[config.mk]
export PLATFORM = sky130hd
export DESIGN_NAME = mpib_update
export DESIGN_NICKNAME = d
export VERILOG_FILES = /design/src/mpib_pkg.sv /design/src/mpib_update.sv
export SDC_FILE = /design/constraint.sdc
export NUM_CORES = 1
export LEC_CHECK = 0
export ABC_AREA = 1
export CAP_MARGIN = 15
export CORE_UTILIZATION = 65
export DETAILED_ROUTE_END_ITERATION = 10
export DONT_BUFFER_PORTS = 1
export PLACE_DENSITY_LB_ADDON = 0.2
export SLEW_MARGIN = 5
export SYNTH_ARGS = -nofsm -noshare
export SYNTH_HDL_FRONTEND = slang
export SYNTH_SLANG_ARGS = --single-unit
[constraint.sdc]
create_clock -name clk_i -period 15.55 [get_ports clk_i]
set_input_delay 3.11 -clock clk_i [delete_from_list [all_inputs] [get_ports clk_i]]
set_output_delay 3.11 -clock clk_i [all_outputs]
set_load 0.02 [all_outputs]
[src/mpib_pkg.sv]
// Shared constants, types and structures of the Metropolis particle-in-box step unit.
`default_nettype none
package mpib_pkg;

  localparam int NumParticles = 1024;
  localparam int LevelBits    = 8;
  localparam int SlotCount    = NumParticles * 3;
  localparam int AddrW        = $clog2(SlotCount);
  localparam int TempW        = 16;
  localparam int NeglogW      = 16;
  localparam int ProdW        = TempW + NeglogW;
  localparam int FracBits     = 20;
  localparam int HiW          = (LevelBits + 1 > ProdW - FracBits) ?
                                LevelBits + 1 : ProdW - FracBits;
  localparam int EnergyW      = 32;
  localparam int OutLevelW    = 8;
  localparam int InDataW      = 32;
  localparam int OutDataW     = 48;

  localparam logic [TempW-1:0]   TempReset   = 16'd519;
  localparam logic [EnergyW-1:0] EnergyReset = EnergyW'(3 * NumParticles);

  typedef logic [LevelBits-1:0] level_t;
  typedef logic [AddrW-1:0]     addr_t;

  localparam level_t LevelOne = level_t'(1);

  typedef struct packed {
    logic   en;
    addr_t  addr;
    level_t data;
  } mem_wr_t;

  typedef struct packed {
    addr_t            addr;
    logic             go_up;
    logic             in_range;
    logic [ProdW-1:0] product;
  } step_t;

  typedef struct packed {
    logic [OutLevelW-1:0] new_level;
    logic                 accepted;
    logic [EnergyW-1:0]   energy;
  } result_t;

endpackage
`default_nettype wire

[src/mpib_update.sv]
// Acceptance decision, level write-back with forwarding, and the running energy total.
`default_nettype none
module mpib_update (
  input  logic              clk_i,
  input  logic              rst_ni,
  input  logic              fire_i,
  input  mpib_pkg::step_t   step_i,
  input  mpib_pkg::level_t  rd_data_i,
  output mpib_pkg::mem_wr_t wr_o,
  output mpib_pkg::result_t result_o
);
  import mpib_pkg::*;

  logic                 fwd_valid_q;
  addr_t                fwd_addr_q;
  level_t               fwd_data_q;
  logic [EnergyW-1:0]   energy_q, energy_d;
  level_t               level, level_new;
  logic [LevelBits:0]   delta_up, delta_dn;
  logic [HiW-1:0]       prod_hi, delta_cmp;
  logic                 prod_lo_nz, up_ok, dn_ok, accept;

  // The read for this item may be issued while the previous item is still being written.
  assign level = (fwd_valid_q && fwd_addr_q == step_i.addr) ? fwd_data_q : rd_data_i;

  assign delta_up   = {level, 1'b1};
  assign delta_dn   = {level, 1'b0} - {{LevelBits{1'b0}}, 1'b1};
  assign prod_hi    = HiW'(step_i.product[ProdW-1:FracBits]);
  assign delta_cmp  = HiW'(delta_up);
  assign prod_lo_nz = |step_i.product[FracBits-1:0];

  // The product is strictly above delta scaled by two to the twentieth.
  assign up_ok  = (level != '1) &&
                  ((prod_hi > delta_cmp) || ((prod_hi == delta_cmp) && prod_lo_nz));
  assign dn_ok  = level > LevelOne;
  assign accept = step_i.in_range && (step_i.go_up ? up_ok : dn_ok);

  always_comb begin
    level_new = level;
    energy_d  = energy_q;
    if (accept) begin
      if (step_i.go_up) begin
        level_new = level + LevelOne;
        energy_d  = energy_q + EnergyW'(delta_up);
      end else begin
        level_new = level - LevelOne;
        energy_d  = energy_q - EnergyW'(delta_dn);
      end
    end
  end

  assign wr_o.en   = fire_i && step_i.in_range;
  assign wr_o.addr = step_i.addr;
  assign wr_o.data = level_new;

  assign result_o.energy    = energy_d;
  assign result_o.accepted  = accept;
  assign result_o.new_level = step_i.in_range ? OutLevelW'(level_new) : '0;

  always_ff @(posedge clk_i or negedge rst_ni) begin
    if (!rst_ni) begin
      energy_q    <= EnergyReset;
      fwd_valid_q <= 1'b0;
    end else if (fire_i) begin
      energy_q <= energy_d;
      if (wr_o.en) begin
        fwd_valid_q <= 1'b1;
      end
    end
  end

  always_ff @(posedge clk_i) begin
    if (wr_o.en) begin
      fwd_addr_q <= step_i.addr;
      fwd_data_q <= level_new;
    end
  end

endmodule
`default_nettype wire

==> summary.md <==
| Metric | Value |
|---|---|
| Outcome | `finished, final reports clean` |
| WP data arrival | `7.53 ns` |
| Slew @ Worst Pin | `1.062 ns` |
| Switching pwr | `408.7 uW` |
| Setup_tns | `0 ns` |
| Number of port buffers | `0` |
| Mapped Area | `0.005723 mm2` |
| Setup Viol. Count Final | `0` |
| Number of global-route vias before repair | `5,283` |
| Max_cap viols | `0` |
| Root Driver | `clkbuf_8` |
| Largest net degree at the start of global routing | `42` |
| Post-CTS Hold Buffers | `0` |
| Rows | `33` |
| CTS Buf Count | `5` |
| Critical path's largest stage delay | `0.47 ns` |
| Max VDD drop | `91.33 uV` |
| Post-cts sizing count | `0` |
| Delay-heaviest family, CP | `compound AO/OA/AOI/OAI gates` |
| Post-synth EDFFs | `20` |
| CTS tree | `yes` |
| Wire per inst | `14.79 um` |
| Post-route minimum period | `10.64 ns` |
| Hold Fails Final Rpt | `0` |
| Commonest non-fill, non-tap cell in the layout | `nand2_1` |
| RD Place Congestion | `1.010` |
| DRC Markers | `0` |
| Placeable Area | `0.008382 mm2` |
| Slew margin rel. | `0.2912` |
| Worst Skew | `0.01197 ns` |
| Area grow syn2layout | `0.2405%` |
| Stages on the worst setup path | `24` |
| Fin nets | `967` |
| Hold path startpoint | `energy_q[11]` |
| IO Pins | `119` |
| Logic pwr share | `0.625` |
| DP Wirelength | `11.07 mm` |
| Gr usage total | `0.3193` |
| Unrepaired setup endpoints after global routing | `no` |
| Total congestion overflow | `0` |
| PD cells | `137.9 mW/mm2` |
| Worst hold path endpoint | `energy_q[11]` |
| Number of setup buffers added after CTS | `0` |
| Internal power | `382.7 uW` |
| Total Wirelength | `14.42 mm` |
| Buf/Inv on CP | `2` |
| Placed Cells | `967` |
| CTS max path bufs | `2` |
| Final period utilization | `0.6841` |
| Crit Path Class | `in2out` |
| Number of DRC markers in iteration 0 | `264` |
| Post-synthesis cell count | `896` |
| R2r setup slk | `10.70 ns` |
| Ys async rst share | `0.6226` |
| Via count | `5,623` |
| Initial core utilization | `0.6828` |
| Slew Limit Fails | `0` |
| Layout cell share with drive strength beyond 1 | `0.03103` |
| Seq/Total Area, Yosys | `0.2497` |
| Cell Chain, Critical Path | `xnor2_1 -> nand3_1 -> nor2_1 -> nand2_1 -> o21ai_1 -> inv_1 -> ha_1 -> xor2_1 -> nand2_1 -> o21ai_0 -> inv_1 -> ha_1 -> nand3_1 -> nand2_1 -> a21oi_1 -> o21ai_0 -> a21oi_1 -> o21ai_0 -> nand3b_1 -> nand2_1 -> nand2_1 -> nand2_1 -> nand3_1 -> and2_1` |
| Commonest non-fill, non-tap cells in the layout | `nand2_1 (272), inv_1 (121), nand3_1 (105), nor2_1 (72), ha_1 (40)` |
| Vias per cell | `5.767` |
| Final Util | `0.6844` |
| YS warnings | `0` |
| Critical Path Most Common Cell | `nand2_1` |
| H-tree depth | `2` |
| Drt first pass iters | `5` |
| Reg-to-Reg Start | `fwd_addr_q[10]` |
| Critical path startpoint category | `input pin` |
| Hold Slack | `0.4887 ns` |
| WP data required | `12.44 ns` |
| Slowest-stage cell, CP | `o21ai_0` |
| Antenna violations before repair | `0` |
| Hold crit path type | `reg2reg` |
| Inserted Diodes | `0` |
| Sequential share of power | `0.263` |
| Fmax | `0.09401 GHz` |
| Synthesized area per cell | `6.387 um2` |
| Antenna Nets Post-Route | `0` |
| First-pass GRT wire length | `23.25 mm` |
| Sw frac | `0.5165` |
| Die ar. | `0.009183 mm2` |
| Die height | `95.83 um` |
| CP max FO | `8` |
| Ys flop type | `dfrtp_1` |
| Worst-Skew Late Latency | `0.32 ns` |
| Crit. End Element | `output port` |
| Hold path depth | `2` |
| CTS Sinks | `53` |
| Clk pwr share | `0.113` |
| Clock-pin transition on the worst setup and hold timing paths | `0.12 ns` |
| Leakage | `3.059 nW` |
| Syn_nets | `994` |
| Non-filler cells, final | `975` |
| R2r endpoint | `energy_q[30]` |
| Die width | `95.83 um` |
| Synth Register Bits | `53` |
| Post-synthesis cell type count | `41` |
| R2R cell count | `30` |
-- power groups by stage --
| stage | clock network (mW) | logic, mW | registers [mW] |
|---|---|---|---|
| 2_1_floorplan | 0 | 0.414 | 0.201 |
| 3_3_place_gp | 0 | 0.480 | 0.208 |
| 3_5_place_dp | 0 | 0.489 | 0.210 |
| 4_1_cts | 0.0886 | 0.492 | 0.207 |
| 5_1_grt | 0.0935 | 0.556 | 0.211 |
| 6_report | 0.0891 | 0.494 | 0.208 |
-- flip-flops by register name (all words and copies together) (netlist names) --
name         cells
energy_q        32
fwd_addr_q      12
fwd_data_q       8
fwd_valid_q      1
-- stage by stage --
step	setup WS [ns]	instance area, um2	total power, mW
3_5_place_dp	4.943	5642	0.6984
2_1_floorplan	5.731	5723	0.6149
4_1_cts	4.917	5737	0.7877
6_report	4.913	5737	0.7914
5_1_grt	4.287	5737	0.8609
3_3_place_gp	5.190	5642	0.6883
-- layout make-up --
type                       instances  area [um2]
multi-input combinational        682        3601
fill                             757        2645
sequential                        53        1429
inverter                         126       473.0
tap                              105       131.4
clock buffer                       5       68.82
clock inverter                     3       26.28
timing repair buffer               1       7.507
-- layer usage --
layer / share of wire / global-route usage / vias up
met5: 0 / 0 / -
met4: 0.026 / 0.1119 / 0
met3: 0.066 / 0.04581 / 29
met2: 0.49 / 0.5970 / 210
met1: 0.41 / 0.3684 / 2575
li1: - / - / 2809
-- cell families after synthesis --
family,Yosys count,share of synthesized area
buffers and inverters,161,0.1211
AO/OA/AOI/OAI,96,0.09969
AND/OR/NAND/NOR,510,0.3850
XOR/XNOR,35,0.05356
adder cells (fa/ha/maj),41,0.09095
flip-flops,53,0.2497
-- synthesized netlist by cell type (3+ instances only) --
library cell	instances	area, um2
a21oi_1	36	180.2
xnor2_1	12	105.1
buf_2	8	40.04
nand3b_1	4	30.03
inv_2	3	11.26
o21ai_1	3	15.01
nand2_1	272	1021
nand3_1	105	525.5
nor2_1	72	270.3
ha_1	40	500.5
nor3_1	8	40.04
inv_1	121	454.2
a21o_1	4	30.03
and2_1	32	200.2
buf_4	13	97.59
o21ai_0	29	145.1
dfrtp_1	31	775.7
o21a_1	3	22.52
nor4_1	5	31.28
nand2_2	4	25.02
clkbuf_1	10	37.54
xor2_1	23	201.4
edfxtp_1	20	600.6
buf_6	4	45.04
nand4_1	3	18.77
o21bai_1	7	52.55
o21ai_2	4	35.03
-- tightest hold or removal path, stage by stage (launching register included) --
cell and delay, ns:
dfstp_2 0.40, nand2_1 0.06, nand2_1 0.05
-- worst max-delay path by stage --
stage	start	endpoint	slack (ns)
global placement	step_i[44]	result_o[30]	5.19
CTS	step_i[44]	result_o[30]	4.92
floorplan	step_i[36]	result_o[30]	5.73
detailed placement	step_i[44]	result_o[30]	4.94
global route	step_i[44]	result_o[30]	4.29
finish	step_i[36]	result_o[30]	4.91
Power figures use the tool's default switching activity.
